===== src/rtl/core/bpc_pkg.sv =====
// ----------------------------------------------------------------------------
// bpc_pkg
// Shared types and constants of the button press classifier.
// ----------------------------------------------------------------------------
package bpc_pkg;

  localparam int unsigned TickW = 32;
  localparam int unsigned CfgW  = 16;
  localparam int unsigned CfgIdxW = 2;

  // Press status codes; the event field uses the same codes, idle meaning none.
  typedef enum logic [1:0] {
    ST_IDLE  = 2'd0,
    ST_SHORT = 2'd1,
    ST_LONG  = 2'd2
  } status_e;

  // Configuration register indexes.
  typedef enum logic [CfgIdxW-1:0] {
    CFG_DEBOUNCE    = 2'd0,
    CFG_LONG_HOLD   = 2'd1,
    CFG_STATUS_HOLD = 2'd2
  } cfg_idx_e;

  localparam logic [CfgW-1:0] DebounceRst    = 16'd50;
  localparam logic [CfgW-1:0] LongHoldRst    = 16'd2000;
  localparam logic [CfgW-1:0] StatusHoldRst  = 16'd3000;

  // One poll.
  typedef struct packed {
    logic [TickW-1:0] now_tick;
    logic             pressed_level;
  } poll_t;

  // One classification result.
  typedef struct packed {
    status_e press_status;
    status_e status_event;
  } result_t;

endpackage


===== src/rtl/core/bpc_if.sv =====
// ----------------------------------------------------------------------------
// bpc_if
// Valid/ready channels for polls and results.
// ----------------------------------------------------------------------------
interface bpc_poll_if;
  import bpc_pkg::*;

  logic             valid;
  logic             ready;
  logic [TickW-1:0] now_tick;
  logic             pressed_level;

  modport source (output valid, output now_tick, output pressed_level, input ready);
  modport sink   (input valid, input now_tick, input pressed_level, output ready);
endinterface

interface bpc_result_if;
  logic       valid;
  logic       ready;
  logic [1:0] press_status;
  logic [1:0] status_event;

  modport source (output valid, output press_status, output status_event, input ready);
  modport sink   (input valid, input press_status, input status_event, output ready);
endinterface


===== src/rtl/core/bpc_in_stage.sv =====
// ----------------------------------------------------------------------------
// bpc_in_stage
// Input register: holds one poll until the classifier consumes it.
// ----------------------------------------------------------------------------
module bpc_in_stage (
  input  logic           clk_i,
  input  logic           rst_ni,
  input  logic           in_valid_i,
  output logic           in_ready_o,
  input  bpc_pkg::poll_t in_poll_i,
  output logic           poll_valid_o,
  input  logic           poll_take_i,
  output bpc_pkg::poll_t poll_o
);
  import bpc_pkg::*;

  logic  valid_q, valid_d;
  poll_t poll_q;

  // Take a new word whenever the register is empty or being drained.
  assign in_ready_o = !valid_q || poll_take_i;
  assign valid_d    = (in_valid_i && in_ready_o) || (valid_q && !poll_take_i);

  always_ff @(posedge clk_i or negedge rst_ni) begin
    if (!rst_ni) begin
      valid_q <= 1'b0;
    end else begin
      valid_q <= valid_d;
    end
  end

  // Payload register, loaded on accept.
  always_ff @(posedge clk_i) begin
    if (in_valid_i && in_ready_o) begin
      poll_q <= in_poll_i;
    end
  end

  assign poll_valid_o = valid_q;
  assign poll_o       = poll_q;

endmodule


===== src/rtl/core/bpc_engine.sv =====
// ----------------------------------------------------------------------------
// bpc_engine
// Press tracking state, configuration registers and the per-poll update.
// ----------------------------------------------------------------------------
module bpc_engine (
  input  logic                           clk_i,
  input  logic                           rst_ni,
  input  logic                           cfg_we_i,
  input  logic [bpc_pkg::CfgIdxW-1:0]    cfg_idx_i,
  input  logic [bpc_pkg::CfgW-1:0]       cfg_data_i,
  input  logic                           step_i,
  input  bpc_pkg::poll_t                 poll_i,
  output bpc_pkg::result_t               result_o
);
  import bpc_pkg::*;

  logic [CfgW-1:0]  debounce_q, long_hold_q, status_hold_q;
  logic             held_q, held_d;
  logic [TickW-1:0] start_q, start_d;
  logic             short_q, short_d;
  logic             long_q, long_d;
  status_e          cur_q, cur_d, cur_mid;
  status_e          rep_q;
  logic [TickW-1:0] stamp_q, stamp_d;
  logic [TickW-1:0] dur;
  logic [TickW-1:0] new_stamp;
  status_e          event_s;

  // Configuration writes; unknown indexes are ignored.
  always_ff @(posedge clk_i or negedge rst_ni) begin
    if (!rst_ni) begin
      debounce_q    <= DebounceRst;
      long_hold_q   <= LongHoldRst;
      status_hold_q <= StatusHoldRst;
    end else if (cfg_we_i) begin
      case (cfg_idx_i)
        CFG_DEBOUNCE:    debounce_q    <= cfg_data_i;
        CFG_LONG_HOLD:   long_hold_q   <= cfg_data_i;
        CFG_STATUS_HOLD: status_hold_q <= cfg_data_i;
        default: ;
      endcase
    end
  end

  // Event for a status change seen at poll start; a change to idle is silent.
  assign event_s = (cur_q != rep_q) ? cur_q : ST_IDLE;

  // Press start and length; on release the start is unchanged, so one subtract
  // serves both the hold time and the released press length.
  assign start_d   = (poll_i.pressed_level && !held_q) ? poll_i.now_tick : start_q;
  assign held_d    = poll_i.pressed_level;
  assign dur       = poll_i.now_tick - start_d;
  assign new_stamp = poll_i.now_tick + {{(TickW-CfgW){1'b0}}, status_hold_q};

  // Classification of this poll.
  always_comb begin
    short_d = short_q;
    long_d  = long_q;
    cur_mid = cur_q;
    stamp_d = stamp_q;
    if (held_d) begin
      short_d = 1'b1;
      if (dur >= {{(TickW-CfgW){1'b0}}, long_hold_q}) begin
        short_d = 1'b0;
        if (long_q) begin
          long_d  = 1'b0;
          cur_mid = ST_LONG;
          stamp_d = new_stamp;
        end
      end
    end else begin
      long_d = 1'b1;
      if (short_q) begin
        short_d = 1'b0;
        if (dur > {{(TickW-CfgW){1'b0}}, debounce_q}) begin
          cur_mid = ST_SHORT;
          stamp_d = new_stamp;
        end
      end
    end
    cur_d = cur_mid;
    if (cur_mid != ST_IDLE && poll_i.now_tick > stamp_d) begin
      cur_d = ST_IDLE;
    end
  end

  // State update, one poll per step.
  always_ff @(posedge clk_i or negedge rst_ni) begin
    if (!rst_ni) begin
      held_q  <= 1'b0;
      start_q <= '0;
      short_q <= 1'b0;
      long_q  <= 1'b0;
      cur_q   <= ST_IDLE;
      rep_q   <= ST_IDLE;
      stamp_q <= '0;
    end else if (step_i) begin
      held_q  <= held_d;
      start_q <= start_d;
      short_q <= short_d;
      long_q  <= long_d;
      cur_q   <= cur_d;
      rep_q   <= cur_q;
      stamp_q <= stamp_d;
    end
  end

  assign result_o.press_status = cur_d;
  assign result_o.status_event = event_s;

endmodule


===== src/rtl/core/bpc_out_stage.sv =====
// ----------------------------------------------------------------------------
// bpc_out_stage
// Result register: holds one result until the consumer takes it.
// ----------------------------------------------------------------------------
module bpc_out_stage (
  input  logic             clk_i,
  input  logic             rst_ni,
  input  logic             load_i,
  input  bpc_pkg::result_t result_i,
  output logic             free_o,
  output logic             out_valid_o,
  input  logic             out_ready_i,
  output bpc_pkg::result_t result_o
);
  import bpc_pkg::*;

  logic    valid_q;
  result_t result_q;

  // The register can take a word when empty or when its word leaves now.
  assign free_o = !valid_q || out_ready_i;

  always_ff @(posedge clk_i or negedge rst_ni) begin
    if (!rst_ni) begin
      valid_q <= 1'b0;
    end else if (free_o) begin
      valid_q <= load_i;
    end
  end

  always_ff @(posedge clk_i) begin
    if (load_i) begin
      result_q <= result_i;
    end
  end

  assign out_valid_o = valid_q;
  assign result_o    = result_q;

endmodule


===== src/rtl/core/button_press_classifier.sv =====
// ----------------------------------------------------------------------------
// button_press_classifier
// A poll is held in the input register, then its result in the result register.
// Throughput: one poll per cycle while results are taken; state updates in the
// single combinational pass between the input and result registers.
// Reset clears all press state, the status to idle and the configuration to
// its defaults; no clearing pass is needed.
// ----------------------------------------------------------------------------
module button_press_classifier (
  input  logic                        clk_i,
  input  logic                        rst_ni,
  input  logic                        cfg_we_i,
  input  logic [bpc_pkg::CfgIdxW-1:0] cfg_idx_i,
  input  logic [bpc_pkg::CfgW-1:0]    cfg_data_i,
  bpc_poll_if.sink                    in_i,
  bpc_result_if.source                out_o
);
  import bpc_pkg::*;

  poll_t   in_poll;
  poll_t   poll;
  logic    poll_valid;
  logic    out_free;
  logic    step;
  result_t result_d;
  result_t result_q;

  assign in_poll.now_tick      = in_i.now_tick;
  assign in_poll.pressed_level = in_i.pressed_level;

  // A poll moves through the engine when the result register can take it.
  assign step = poll_valid && out_free;

  bpc_in_stage u_in (
    .clk_i        (clk_i),
    .rst_ni       (rst_ni),
    .in_valid_i   (in_i.valid),
    .in_ready_o   (in_i.ready),
    .in_poll_i    (in_poll),
    .poll_valid_o (poll_valid),
    .poll_take_i  (step),
    .poll_o       (poll)
  );

  bpc_engine u_engine (
    .clk_i      (clk_i),
    .rst_ni     (rst_ni),
    .cfg_we_i   (cfg_we_i),
    .cfg_idx_i  (cfg_idx_i),
    .cfg_data_i (cfg_data_i),
    .step_i     (step),
    .poll_i     (poll),
    .result_o   (result_d)
  );

  bpc_out_stage u_out (
    .clk_i       (clk_i),
    .rst_ni      (rst_ni),
    .load_i      (step),
    .result_i    (result_d),
    .free_o      (out_free),
    .out_valid_o (out_o.valid),
    .out_ready_i (out_o.ready),
    .result_o    (result_q)
  );

  assign out_o.press_status = result_q.press_status;
  assign out_o.status_event = result_q.status_event;

endmodule


===== src/flat_wrapper.sv =====
// flat-port wrapper written by rule: the top's interface ports become plain ports
module button_press_classifier_flat import bpc_pkg::*;
  (clk_i, rst_ni, cfg_we_i, cfg_idx_i, cfg_data_i, in_i_valid, in_i_now_tick, in_i_pressed_level, in_i_ready, out_o_valid, out_o_press_status, out_o_status_event, out_o_ready);
  bpc_poll_if in_i_i ();
  bpc_result_if out_o_i ();
  input  logic clk_i;
  input  logic rst_ni;
  input  logic cfg_we_i;
  input  logic [bpc_pkg::CfgIdxW-1:0] cfg_idx_i;
  input  logic [bpc_pkg::CfgW-1:0] cfg_data_i;
  input wire logic [$bits(in_i_i.valid)-1:0] in_i_valid;
  input wire logic [$bits(in_i_i.now_tick)-1:0] in_i_now_tick;
  input wire logic [$bits(in_i_i.pressed_level)-1:0] in_i_pressed_level;
  output wire logic [$bits(in_i_i.ready)-1:0] in_i_ready;
  output wire logic [$bits(out_o_i.valid)-1:0] out_o_valid;
  output wire logic [$bits(out_o_i.press_status)-1:0] out_o_press_status;
  output wire logic [$bits(out_o_i.status_event)-1:0] out_o_status_event;
  input wire logic [$bits(out_o_i.ready)-1:0] out_o_ready;
  assign in_i_i.valid = in_i_valid;
  assign in_i_i.now_tick = in_i_now_tick;
  assign in_i_i.pressed_level = in_i_pressed_level;
  assign in_i_ready = in_i_i.ready;
  assign out_o_valid = out_o_i.valid;
  assign out_o_press_status = out_o_i.press_status;
  assign out_o_status_event = out_o_i.status_event;
  assign out_o_i.ready = out_o_ready;
  button_press_classifier u_core (.clk_i(clk_i), .rst_ni(rst_ni), .cfg_we_i(cfg_we_i), .cfg_idx_i(cfg_idx_i), .cfg_data_i(cfg_data_i), .in_i(in_i_i), .out_o(out_o_i));
endmodule

===== config.mk =====
export PLATFORM = sky130hd
export DESIGN_NAME = button_press_classifier_flat
export DESIGN_NICKNAME = d
export VERILOG_FILES = /design/src/rtl/core/bpc_pkg.sv /design/src/rtl/core/bpc_if.sv /design/src/rtl/core/bpc_in_stage.sv /design/src/rtl/core/bpc_engine.sv /design/src/rtl/core/bpc_out_stage.sv /design/src/rtl/core/button_press_classifier.sv /design/src/flat_wrapper.sv
export SDC_FILE = /design/constraint.sdc
export NUM_CORES = 1
export LEC_CHECK = 0
export BUFFER_PORTS_ARGS = -buffer_cell sky130_fd_sc_hd__buf_2
export CAP_MARGIN = 0
export CORE_ASPECT_RATIO = 0.5
export CORE_MARGIN = 1
export CORE_UTILIZATION = 57
export DETAILED_ROUTE_END_ITERATION = 10
export GPL_TIMING_DRIVEN = 1
export PLACE_DENSITY = 0.78
export RECOVER_POWER = 100
export SLEW_MARGIN = 20
export SYNTH_ARGS = -nofsm -noshare
export SYNTH_HDL_FRONTEND = slang
export SYNTH_HIERARCHICAL = 1
export SYNTH_SLANG_ARGS = --single-unit

===== constraint.sdc =====
create_clock -name clk_i -period 7.4 [get_ports clk_i]
set_input_delay 0.74 -clock clk_i [delete_from_list [all_inputs] [get_ports clk_i]]
set_output_delay 0.74 -clock clk_i [all_outputs]
set_load 0.03 [all_outputs]

==> impl_metrics.toml <==
[synthesis]
synth_edf_count = 37
synth_top_family_by_area = "compound AO/OA/AOI/OAI gates"
yosysWarnings = 6
synth_seq_cells = 158
yosysSeqAreaShare = 0.371
synth-xor-area-share = 0.0454
synth_top_area_cell = "dfrtp_1"
yosysUniqueCellTypes = 81
synth_flop_cell = "dfrtp_1"
synthArstFlopShare = 0.766
synth_cells = 1104
synth_top_area_share = 0.235
ys_top_cells_by_area = "dfrtp_1 23%, ha_1 11%, edfxtp_1 9.9%"
netlist_area_sq_um = 11200
synth.avg_cell_area_sq_um = 10.1
yosys.area_share.simple = 0.121
synth_compound_area_frac = 0.163
synthMuxAreaShare = 0.139
syn_nets = 1262
synthAdderAreaFrac = 0.124

[final_layout]
drive_above_1_share = 0.201
fin_util = 0.658
regArea_sq_um = 4160
mostFrequentLayoutCells = "105 x dfrtp_1, 100 x ha_1, 89 x mux2_2, 71 x nand2_1, 66 x a21oi_1"
diodes = 0
fillerInstances = 1491
mostFrequentLayoutCell = "dfrtp_1"
multiInputGateArea_sq_um = 6670
final_area_sq_um = 12400
final_cells = 1448
areaGrowthSynthToFinish_pct = 10.7
finalNetCount = 1334

[clocking]
cts_tree = "built"
cts_max_level = 4
clk_pin_slew_ps = 70
clk_latency_ps = 440
clockRootBuffer = "clkbuf_16"
clockBufferDepth = 2
clock_sinks = 158
numCtsBuffers = 17

[setup_path]
critPathSlowestCell = "o41ai_4"
start_kind = "flop"
cp.arrival_ps = 7330
critPathKind = "flop to flop"
cp-end-kind = "flop"
critPathMaxStageDelay_ps = 410
required_ps = 7670
critPathMaxFanout = 11
cpMostUsedCell = "o21a_1"

[sta]
finalHoldViolCount = 0
setup_viol = 0
max_slew_margin = -1.46
finClkSkew_ps = 11.6
fin_tns_setup_ps = 0
min_period_ps = 7060
rsz0062_at_grt = "false"
maxSlewViolCount = 191
setup_ws_ps = 343
fin_crit_sh = 0.954
whs_ps = 475
max_slew.worst_pin.slew_ps = 3690
fmax_mhz = 142

[floorplanning]
die_w_microns = 200
num_rows = 35
start_util = 0.595
dieHeight_microns = 101
core_area_sq_um = 18800
io_pins = 62
die-area_sq_um = 20200

[pwr]
switching_share = 0.436
power_mw = 4.91
max-vdd-ir-drop_mv = 0.220
combPwrFrac = 0.560
power_density_nw_per_um2 = 396
intPower_mw = 2.77
p_leak_nw = 5.43
power.share.clock = 0.162
pwr-share-seq = 0.278
p_sw_mw = 2.14

[job]
maxCapViolCount = 4

[grt]
track_usage = 0.293
global_route.usage.met2 = 0.467
first_global_vias = 8699
antenna_found_initial = 0
grt_pass1_wl_mm = 46.0
grt_use_met3 = 0.0517
top_usage_layer = "met2"
use_met1 = 0.403
grt_start_max_net_pins = 79
grt_overflow = 0

[place]
pre_cts_slack_ps = 34.2
gp_congestion = 0.939
placedInstanceArea_sq_um = 11800
portBuffers = 61
dp_cells = 1405
dp_hpwl_mm = 21.0

[detailed_routing]
drtPass1Iterations = 6
viasPerCell = 6.16
drc = 0
drt_wl_total_mm = 28.5
routed-via-count = 8918
wl_per_cell_microns = 19.7
ant_nets = 0
first_iter_violations = 647

[status]
violations = "max-capacitance violations, max-slew violations"
outcome = "finished, violations left"

[hold_path]
hold_path_class = "primary input to flop"
## kinds of logic after synthesis
group,Yosys count
fa+ha+maj,112
compound gates,272
mux,144
xor+xnor,58
buf+inv,97
flops,158
simple gates,263
## metal layers
| metal | vias up | routed length [microns] |
|---|---|---|
| met4 | 0 | 661 |
| met3 | 47 | 1560 |
| met1 | 4397 | 13800 |
| met5 | - | 0 |
| li1 | 4212 | - |
| met2 | 262 | 12500 |
## Yosys cell counts (16+ instances only)
cell type	count
dfrtp_1	105
ha_1	101
mux2_2	90
nand2_1	71
a21oi_1	66
o21ai_0	64
inv_1	60
nor2_1	54
mux2i_1	53
edfxtp_1	37
a21o_1	34
xnor2_1	30
xor2_1	28
nand4_1	27
clkbuf_1	24
nor3_1	18
nor2b_1	17
dfstp_2	16
o21a_1	16
## sequential cells by signal, indices dropped and copies added, names as in the netlist
name,flops
u_core/u_engine/long_q,1
u_core/u_in/poll_o,33
u_core/u_engine/start_q,32
u_core/u_out/out_valid_o,1
u_core/u_engine/cur_q,2
u_core/u_engine/debounce_q,16
u_core/u_engine/short_q,1
u_core/u_engine/long_hold_q,16
u_core/u_out/result_o,4
u_core/u_engine/status_hold_q,16
u_core/u_in/poll_valid_o,1
u_core/u_engine/rep_q,2
u_core/u_engine/held_q,1
u_core/u_engine/stamp_q,32
## power groups by stage
stage / Clock, mW / Combinational (mW) / Sequential (mW)
2_1_floorplan: 0 / 1.99 / 1.34
3_3_place_gp: 0 / 2.54 / 1.36
3_5_place_dp: 0 / 2.62 / 1.37
4_1_cts: 0.815 / 2.65 / 1.36
5_1_grt: 0.855 / 3.03 / 1.40
6_report: 0.798 / 2.75 / 1.36
## area by class of cell
class	count	share of cell area
clock buffer	17	0.0343
tap	259	0.0261
timing repair buffer	88	0.0395
inverter	61	0.0185
sequential	158	0.335
multi-input combinational	850	0.538
clock inverter	15	0.00787
## worst paths after layout
path	start	to	slack (ps)	depth (start not counted)
max in group asynchronous	rst_ni	u_core/u_engine/start_q[14]$_DFFE_PN0P_	1460	2
min reg2reg	u_core/u_engine/long_hold_q[3]$_DFFE_PN0P_	u_core/u_engine/long_hold_q[3]$_DFFE_PN0P_	500	1
max	u_core/u_engine/held_q$_DFFE_PN0P_	u_core/u_out/result_o[3]$_DFFE_PP_	340	35
max reg2reg	u_core/u_engine/held_q$_DFFE_PN0P_	u_core/u_out/result_o[3]$_DFFE_PP_	340	35
min	in_i_now_tick[9]	u_core/u_in/poll_o[10]$_DFFE_PP_	470	1
min in group asynchronous	rst_ni	u_core/u_engine/stamp_q[24]$_DFFE_PN0P_	1090	1
## critical path, delay by kind of cell (launching register included)
kind	cells	cell delay [ps]
adders and majority gates	4	1070
buffers and inverters	3	450
xor gates and xnor gates	1	280
muxes	1	190
and+or+nand+nor	4	550
DFF	1	390
AOI/OAI and AO/OA	22	3970
## timing repair
action                     4_1_cts  5_1_grt
cloned                           1        0
hold buffers                     0        0
setup endpoints to repair        2        4
resized for setup                1        9
pin swaps                        1        3
buffers inserted                 2        8
(Power assumes the default switching activity.)
